<file path="src/rtl/ird_pkg.sv">
// ----------------------------------------------------------------------------
// ird_pkg
// Shared types and constants for the integer to radix digit converter.
// ----------------------------------------------------------------------------
package ird_pkg;

    localparam int MAX_DIGITS_DEF = 32;
    localparam int VALUE_BITS_DEF = 31;

    localparam int RADIX_W = 6;
    localparam int DIGIT_W = 6;
    localparam int CHAR_W  = 7;

    localparam logic [RADIX_W-1:0] RADIX_RESET = RADIX_W'(10);
    localparam logic [RADIX_W-1:0] RADIX_MIN   = RADIX_W'(2);
    localparam logic [RADIX_W-1:0] RADIX_MAX   = RADIX_W'(36);
    localparam logic [CHAR_W-1:0]  CHAR_ZERO   = CHAR_W'(48);

    typedef enum logic [2:0] {
        ST_IDLE,
        ST_DIV,
        ST_RD,
        ST_LD,
        ST_OUT
    } ird_state_t;

endpackage

</file>
<file path="src/rtl/integer_to_radix_digits.sv">
// ----------------------------------------------------------------------------
// integer_to_radix_digits
// Converts a non-negative integer into its digits in a configurable radix,
// most significant digit first, one output item per digit.
// ----------------------------------------------------------------------------
//
//  port group   dir  handshake          payload
//  ----------   ---  ---------          -------
//  s_*          in   s_valid/s_ready    s_value
//  m_*          out  m_valid/m_ready    m_digit, m_digit_char, m_last_digit
//  cfg_*        in   cfg_wr_en          cfg_wr_data (radix, clamped to 2..36)
//
//  One restoring divider (one quotient bit per cycle) is reused for every
//  digit. Each digit is then read back from the digit memory in states RD
//  and LD and held in OUT until the output takes it. s_ready is high only
//  in idle. Reset (aresetn, synchronous) sets the radix to 10 and returns
//  to idle; the digit memory is not cleared.
//
module integer_to_radix_digits #(
    parameter int MAX_DIGITS = ird_pkg::MAX_DIGITS_DEF,
    parameter int VALUE_BITS = ird_pkg::VALUE_BITS_DEF
) (
    input  logic                          aclk,
    input  logic                          aresetn,

    input  logic                          cfg_wr_en,
    input  logic [ird_pkg::RADIX_W-1:0]   cfg_wr_data,

    input  logic                          s_valid,
    output logic                          s_ready,
    input  logic [VALUE_BITS-1:0]         s_value,

    output logic                          m_valid,
    input  logic                          m_ready,
    output logic [ird_pkg::DIGIT_W-1:0]   m_digit,
    output logic [ird_pkg::CHAR_W-1:0]    m_digit_char,
    output logic                          m_last_digit
);

    localparam int IDX_W = $clog2(MAX_DIGITS);
    localparam int CNT_W = $clog2(MAX_DIGITS + 1);
    localparam int BIT_W = $clog2(VALUE_BITS);
    localparam int DW    = ird_pkg::DIGIT_W;
    localparam int RW    = ird_pkg::RADIX_W;

    // control
    ird_pkg::ird_state_t    state_reg, state_next;
    logic [RW-1:0]          radix_reg;
    logic [CNT_W-1:0]       cnt_reg, cnt_next;
    logic [CNT_W-1:0]       rd_idx_reg, rd_idx_next;
    logic [BIT_W-1:0]       bit_reg, bit_next;
    logic                   m_valid_reg, m_valid_next;

    // datapath
    logic [VALUE_BITS-1:0]  quo_reg, quo_next;
    logic [DW-1:0]          rem_reg, rem_next;
    logic [DW-1:0]          dig_reg, dig_next;
    logic                   last_reg, last_next;

    // digit memory
    logic [DW-1:0]          mem [MAX_DIGITS];
    logic                   mem_we;
    logic [DW-1:0]          rd_data_reg;

    logic [RW-1:0]          radix_eff;
    logic [DW:0]            trial;
    logic                   trial_ge;
    logic [VALUE_BITS-1:0]  quo_shift;
    logic [DW-1:0]          rem_step;

    always_comb begin
        if (radix_reg < ird_pkg::RADIX_MIN) begin
            radix_eff = ird_pkg::RADIX_MIN;
        end else if (radix_reg > ird_pkg::RADIX_MAX) begin
            radix_eff = ird_pkg::RADIX_MAX;
        end else begin
            radix_eff = radix_reg;
        end
    end

    // shared divider step: bring down the next dividend bit, shift in a quotient bit
    assign trial     = {rem_reg, quo_reg[VALUE_BITS-1]};
    assign trial_ge  = (trial >= {1'b0, radix_eff});
    assign quo_shift = {quo_reg[VALUE_BITS-2:0], trial_ge};
    assign rem_step  = trial_ge ? DW'(trial - {1'b0, radix_eff}) : trial[DW-1:0];

    always_comb begin
        state_next   = state_reg;
        cnt_next     = cnt_reg;
        rd_idx_next  = rd_idx_reg;
        bit_next     = bit_reg;
        m_valid_next = m_valid_reg;
        quo_next     = quo_reg;
        rem_next     = rem_reg;
        dig_next     = dig_reg;
        last_next    = last_reg;
        mem_we       = 1'b0;

        case (state_reg)
            ird_pkg::ST_IDLE: begin
                if (s_valid) begin
                    quo_next   = s_value;
                    rem_next   = '0;
                    bit_next   = '0;
                    cnt_next   = '0;
                    state_next = ird_pkg::ST_DIV;
                end
            end
            ird_pkg::ST_DIV: begin
                quo_next = quo_shift;
                rem_next = rem_step;
                bit_next = bit_reg + BIT_W'(1);
                if (bit_reg == BIT_W'(VALUE_BITS - 1)) begin
                    // digit done: store remainder, decide whether to go on
                    mem_we   = 1'b1;
                    cnt_next = cnt_reg + CNT_W'(1);
                    rem_next = '0;
                    bit_next = '0;
                    if (quo_shift == '0 ||
                        (cnt_reg + CNT_W'(1)) >= CNT_W'(MAX_DIGITS)) begin
                        rd_idx_next = cnt_reg;
                        state_next  = ird_pkg::ST_RD;
                    end
                end
            end
            ird_pkg::ST_RD: begin
                state_next = ird_pkg::ST_LD;
            end
            ird_pkg::ST_LD: begin
                dig_next     = rd_data_reg;
                last_next    = (rd_idx_reg == '0);
                m_valid_next = 1'b1;
                state_next   = ird_pkg::ST_OUT;
            end
            ird_pkg::ST_OUT: begin
                if (m_ready) begin
                    m_valid_next = 1'b0;
                    if (last_reg) begin
                        state_next = ird_pkg::ST_IDLE;
                    end else begin
                        rd_idx_next = rd_idx_reg - CNT_W'(1);
                        state_next  = ird_pkg::ST_RD;
                    end
                end
            end
            default: begin
                state_next   = ird_pkg::ST_IDLE;
                m_valid_next = 1'b0;
            end
        endcase
    end

    always_ff @(posedge aclk) begin
        if (!aresetn) begin
            state_reg   <= ird_pkg::ST_IDLE;
            radix_reg   <= ird_pkg::RADIX_RESET;
            cnt_reg     <= '0;
            rd_idx_reg  <= '0;
            bit_reg     <= '0;
            m_valid_reg <= 1'b0;
        end else begin
            state_reg   <= state_next;
            cnt_reg     <= cnt_next;
            rd_idx_reg  <= rd_idx_next;
            bit_reg     <= bit_next;
            m_valid_reg <= m_valid_next;
            if (cfg_wr_en) begin
                radix_reg <= cfg_wr_data;
            end
        end
    end

    always_ff @(posedge aclk) begin
        quo_reg  <= quo_next;
        rem_reg  <= rem_next;
        dig_reg  <= dig_next;
        last_reg <= last_next;
    end

    always_ff @(posedge aclk) begin
        if (mem_we) begin
            mem[cnt_reg[IDX_W-1:0]] <= rem_step;
        end
    end

    always_ff @(posedge aclk) begin
        rd_data_reg <= mem[rd_idx_reg[IDX_W-1:0]];
    end

    assign s_ready      = (state_reg == ird_pkg::ST_IDLE);
    assign m_valid      = m_valid_reg;
    assign m_digit      = dig_reg;
    assign m_digit_char = ird_pkg::CHAR_ZERO + {1'b0, dig_reg};
    assign m_last_digit = last_reg;

    // ------------------------------------------------------------------------
    // assertions
    // ------------------------------------------------------------------------
    a_no_accept_while_busy: assert property (@(posedge aclk) disable iff (!aresetn)
        s_ready |-> !m_valid_reg)
        else $error("input ready while an output item is pending");

    a_digit_below_radix: assert property (@(posedge aclk) disable iff (!aresetn)
        m_valid_reg |-> (dig_reg < radix_eff))
        else $error("digit not below radix");

    a_rd_idx_in_range: assert property (@(posedge aclk) disable iff (!aresetn)
        m_valid_reg |-> (rd_idx_reg < cnt_reg))
        else $error("read index beyond digit count");

    a_accept_starts_div: assert property (@(posedge aclk) disable iff (!aresetn)
        (s_valid && s_ready) |=> (state_reg == ird_pkg::ST_DIV && cnt_reg == '0))
        else $error("accepted item did not start division");

    a_count_bounded: assert property (@(posedge aclk) disable iff (!aresetn)
        cnt_reg <= CNT_W'(MAX_DIGITS))
        else $error("digit count above limit");

endmodule
</file>
<file path="config.mk">
export PLATFORM = sky130hd
export DESIGN_NAME = integer_to_radix_digits
export DESIGN_NICKNAME = d
export VERILOG_FILES = /design/src/rtl/ird_pkg.sv /design/src/rtl/integer_to_radix_digits.sv
export SDC_FILE = /design/constraint.sdc
export NUM_CORES = 1
export LEC_CHECK = 0
export BUFFER_PORTS_ARGS = -buffer_cell sky130_fd_sc_hd__buf_2
export CAP_MARGIN = 20
export CORE_MARGIN = 10
export CORE_UTILIZATION = 50
export CTS_CLUSTER_SIZE = 8
export DETAILED_ROUTE_END_ITERATION = 12
export PLACE_DENSITY = 0.68
export SLEW_MARGIN = 20
export SYNTH_ARGS = -nofsm -noshare
export SYNTH_HDL_FRONTEND = slang
export SYNTH_SLANG_ARGS = --single-unit
</file>
<file path="constraint.sdc">
create_clock -name aclk -period 3.7 [get_ports aclk]
set_input_delay 0.74 -clock aclk [delete_from_list [all_inputs] [get_ports aclk]]
set_output_delay 0.74 -clock aclk [all_outputs]
set_load 0.02 [all_outputs]
</file>
After elaboration in Yosys (flattened, before gate mapping)
Memory sizes are Yosys's and may differ from the RTL's. A register that Yosys moved wholly into a read port is not among the register bits.
Cells that the tools add are included.
{"block": "op_classes", "n_addsub": 5, "bitwise": 1, "muxes": 30, "eq_ne": 10, "reduce_logical": 12, "n_lt_le_gt_ge": 4}
{"op": "case mux 31 bit (2 select lines)", "count": 1}
{"op": "2-to-1 mux 6 bit", "count": 10}
{"op": "case mux 6 bit (2 select lines)", "count": 3}
{"op": "logical NOT 31 bit", "count": 1}
{"op": "2-to-1 mux 31 bit", "count": 1}
{"op": "case mux 3 bit (5 select lines)", "count": 1}
{"op": "2-to-1 mux 3 bit", "count": 4}
{"op": "2-to-1 mux 5 bit", "count": 2}
{"op": "inequality test 2 bit, second input constant", "count": 5}
{"op": "case mux 5 bit (2 select lines)", "count": 1}
{"op": "adder 6 x 6 -> 7 bit, first input constant", "count": 1}
{"op": ">= comparator 7 x 6 -> 1 bit", "count": 1}
{"op": "adder 6 x 1 -> 6 bit, second input constant", "count": 1}
{"op": "== test 3 x 2 -> 1 bit, second input constant", "count": 2}
{"op": ">= comparator 6 bit, second input constant", "count": 1}
{"op": "greater-than comparator 6 bit, second input constant", "count": 1}
{"op": "logical NOT 6 bit", "count": 1}
{"op": "less-than comparator 6 x 2 -> 1 bit, second input constant", "count": 1}
{"op": "subtractor 6 x 1 -> 6 bit, second input constant", "count": 1}
{"op": "subtractor 6 bit", "count": 1}
{"op": "adder 5 x 1 -> 5 bit, second input constant", "count": 1}
{"op": "== test 5 bit, second input constant", "count": 1}
{"op": "2-to-1 mux 1 bit", "count": 5}
{"op": "AND reduction 5 bit", "count": 1}
{"op": "12 further kinds", "count": 14}
{"block": "totals", "ramBits": 192, "ff_bits": 71, "out_inout_bits": 16, "memories": 1}
{"memory": "mem", "words": 32, "word_bits": 6, "rd": 1, "rd_clocked_by_memory_dff": 1, "wr": 1, "line_no": "integer_to_radix_digits.sv:61", "source": "logic [DW-1:0] mem [MAX_DIGITS];"}

Logic depth before layout (Yosys ltp)
{"block": "logic_depth", "ltp_word": 9, "ltp_mapped": 12}

Worst setup path before layout
No wires, ideal clock.
{"block": "synth_timing", "kind": "flip-flop to flip-flop", "start": "reg radix_reg[2]", "end": "mem mem[0][5] in the netlist's numbering (data pin)", "n_path_buf": 0, "arrival_time_ps": 3260, "stages_incl_launch_ff": 12, "slack_ps": -5, "path_cell_list": "dfxtp_1 nor3_1 nand2_1 nand2_1 o21ai_0 ha_1 nor2b_1 o21ai_0 a21boi_0 o21a_1 o21a_1 nor3_1"}
{"block": "synth_between", "elab_chain_cells": 5, "elab_cells_between_ends": 7, "cone_classes": "add/sub: 1; order compare: 3; mux: 3"}
{"item": "from (decl)", "line_no": "integer_to_radix_digits.sv:48", "source": "logic [RW-1:0] radix_reg;"}
{"item": "from (signal assigned)", "line_no": "integer_to_radix_digits.sv:156", "source": "radix_reg <= ird_pkg::RADIX_RESET;"}
{"item": "from (signal assigned)", "line_no": "integer_to_radix_digits.sv:168", "source": "radix_reg <= cfg_wr_data;"}
{"item": "greater-than comparator 6 bit", "line_no": "integer_to_radix_digits.sv:74", "source": "end else if (radix_reg > ird_pkg::RADIX_MAX) begin"}
{"item": "2-to-1 mux 6 bit", "line_no": "integer_to_radix_digits.sv:74"}
{"item": "2-to-1 mux 6 bit *", "line_no": "integer_to_radix_digits.sv:72", "source": "if (radix_reg < ird_pkg::RADIX_MIN) begin"}
{"item": "subtractor 6 bit / >= comparator 7 x 6 -> 1 bit (equally long branches)", "line_no": "integer_to_radix_digits.sv:85, integer_to_radix_digits.sv:83"}
{"item": "2-to-1 mux 6 bit *", "line_no": "integer_to_radix_digits.sv:85", "source": "assign rem_step = trial_ge ? DW'(trial - {1'b0, radix_eff}) : trial[DW-1:0];"}
{"item": "net rem_step[5]", "line_no": "integer_to_radix_digits.sv:69", "source": "logic [DW-1:0] rem_step;"}
{"item": "to (decl)", "line_no": "integer_to_radix_digits.sv:61"}
The timed path passes the listed nets; every way through them passes the cells marked *.

Worst setup path in the final report
{"block": "layout_timing", "start": "reg radix_reg[3]", "end": "mem mem[12][2] in the netlist's numbering (data pin)"}
Same word-level chain as after synthesis.

==> results.cfg <==
[clock_tree]
clock_sinks = 269
clockBufferDepth = 3
post_cts_resized = 0
ctsHoldBuffers = 0
htreeDepth = 2
cts_buffers = 39
tritoncts = built
root_buffer = clkbuf_16
clk_pin_slew_worst_paths_ns = 0.05
clk_latency_ns = 0.52
post-cts-setup-buffers = 0

[timing]
worst_pin_slew_ns = 0.851
timing.final.crit_share_pct = 83.5
timing_hold_violations_final = 0
max_slew_margin_pct = 43.2
setup_violations = 0
rsz0062_at_grt = false
max_freq_ghz = 0.324
whs_ns = 0.400
finalMaxSlewViolations = 0
fin_crit_ns = 3.09
fin_ws_ns = 0.612
tns_ns = 0
fin_skew_ns = 0.0274

[die]
io_pins = 58
core_mm2 = 0.0220
die_h_um = 170
fp.dieArea_mm2 = 0.0289
initial_core_util_pct = 51.1
die_w_um = 170
std_cell_rows = 54

[cells_and_area]
final_common_cell = edfxtp_1
fin_cells = 1107
area_growth_pct = 15.3
postLayoutCoreUtil_pct = 59.0
drive_above_1_share_pct = 23.1
largest_reg_flops = 192
nNetsFinal = 859
diodes = 0
final_cell_area_mm2 = 0.0129
mostFrequentLayoutCells = edfxtp_1, nand2_1, nor2_1

[grt]
antenna_found_initial = 0
globalRouteTotalUtil_pct = 15.9
grt_max_degree = 53
grt_pass1_vias = 6609
grt_pass1_wl_mm = 36.1
overflow = 0

[drt]
wl_per_cell_um = 20.7
drt_wl_total_mm = 22.9
firstDrtPassIters = 5
via_per_inst = 5.74
antenna_left = 0
vias = 6354
first_iter_violations = 611
drc = 0

[power]
swShare_pct = 24.6
p_leak_nw = 4.41
clock_power_share_pct = 39.6
ir_drop_v = 0.000346
pwr-share-comb_pct = 12.0
power_switching_mw = 1.99
power.internal_mw = 6.12
powerDensity_mw_per_mm2 = 626
design_power_total_mw = 8.11
power.sequential.fraction_pct = 48.4

[setup_path]
worst-path-max-fanout = 20
path_cells = nor3_1 -> nand2_1 -> nand2_1 -> o21ai_0 -> ha_1 -> nand2_1 -> o21ai_0 -> a41oi_1 -> buf_4 -> o21ai_2 -> buf_4
endpoint_kind = register
worst_setup_path_start_kind = register
cpMostUsedCell = nand2_1
crit_type = register to register
crit_buf_inv = 2
max_stage_delay_ns = 0.56
worst-endpoint-required_ns = 4.02
cp_top_family = compound AO/OA/AOI/OAI gates
crit_arrival_ns = 3.41
crit_slowest_cell = o21ai_2

[placed_design]
gp_congestion = 0.824
port-buffer-count = 57
placed_area_mm2 = 0.0118
hpwl_mm = 15.1
pre_cts_slack_ns = 0.662
place_inst = 1039

[yosys]
syn_avg_cell_area_um2 = 15.3
synth-edff-count = 236
ys_types = 46
ys_async_sr_fraction_pct = 0
ys_seq_area_share_pct = 69.0
synth-main-ff-cell = edfxtp_1
synth_warnings = 0
syn-num-nets = 790
synth_seq_cells = 269
netlist_area_mm2 = 0.0112
syn_inst = 732

[hold_path]
min_path_type = register to register

[run]
maxCapViolations = 0

[run_status]
status = finished clean
==> layer usage <==
layer  wire (um)  share of wire, %  vias up  global-route usage [%]
met5           0                 0        -                       0
met2       11300                49      240                    26.0
li1            -                 -     2921                       -
met1        9690                42     3153                    20.9
met3        1520               6.6       40                    3.12
met4         474               2.1        0                    5.53
==> final timing paths <==
kind / from / end / slack, ns / depth (start not counted)
max: radix_reg[3] / mem[12][2] / 0.61 / 11
max reg2reg: radix_reg[3] / mem[12][2] / 0.61 / 11
min: rd_data_reg[1] / m_digit[1] / 0.40 / 0
min reg2reg: rd_data_reg[1] / m_digit[1] / 0.40 / 0
==> cell type report <==
class | instances | area, um^2
Clock buffer | 64 | 1090
Multi-Input combinational cell | 406 | 3250
Clock inverter | 3 | 30.0
Fill cell | 1623 | 9010
Inverter | 16 | 60.1
Tap cell | 280 | 350
Sequential cell | 269 | 7750
Timing Repair Buffer | 69 | 408
==> cells in the mapped netlist (2+ instances only) <==
cell type,count,area share [%]
edfxtp_1,236,63
nand2_1,127,4.2
nor2_1,66,2.2
mux4_2,60,12
dfxtp_1,33,5.9
clkbuf_1,24,0.80
a21oi_1,16,0.71
ha_1,15,1.7
inv_1,15,0.50
o21ai_0,13,0.58
nand3_1,12,0.53
nor4_1,11,0.61
buf_4,8,0.53
mux2_2,8,0.80
o31ai_1,8,0.53
mux2i_1,7,0.62
buf_2,6,0.27
nand3b_1,6,0.40
nand4_1,6,0.33
nor2b_1,6,0.33
nor3_1,5,0.22
o21a_1,5,0.33
a31oi_1,4,0.22
and3_1,4,0.22
or3_1,3,0.17
xnor2_1,3,0.23
xor2_1,3,0.23
buf_1,2,0.067
o22ai_1,2,0.11
or3b_2,2,0.16
==> power by group through the flow <==
stage / sequential, mW / clock (mW) / combinational, mW
after floorplan: 3.97 / 0 / 0.555
after global placement: 3.97 / 0 / 0.911
after detailed placement: 3.98 / 0 / 0.982
after CTS: 3.93 / 3.26 / 0.986
after global routing: 3.93 / 3.39 / 1.08
final: 3.92 / 3.21 / 0.972
==> cells by family (layout without fill, tap and decap cells) <==
logic type,count (synthesis),count (layout),share of synthesized area [%]
AOI/OAI and AO/OA,56,56,3.10
xor gates and xnor gates,6,6,0.468
adders and majority gates,16,16,1.85
buffers and inverters,57,152,2.31
muxes,75,75,13.5
DFF,269,269,69.0
and+or+nand+nor,253,253,9.82
(Power assumes the default switching activity.)
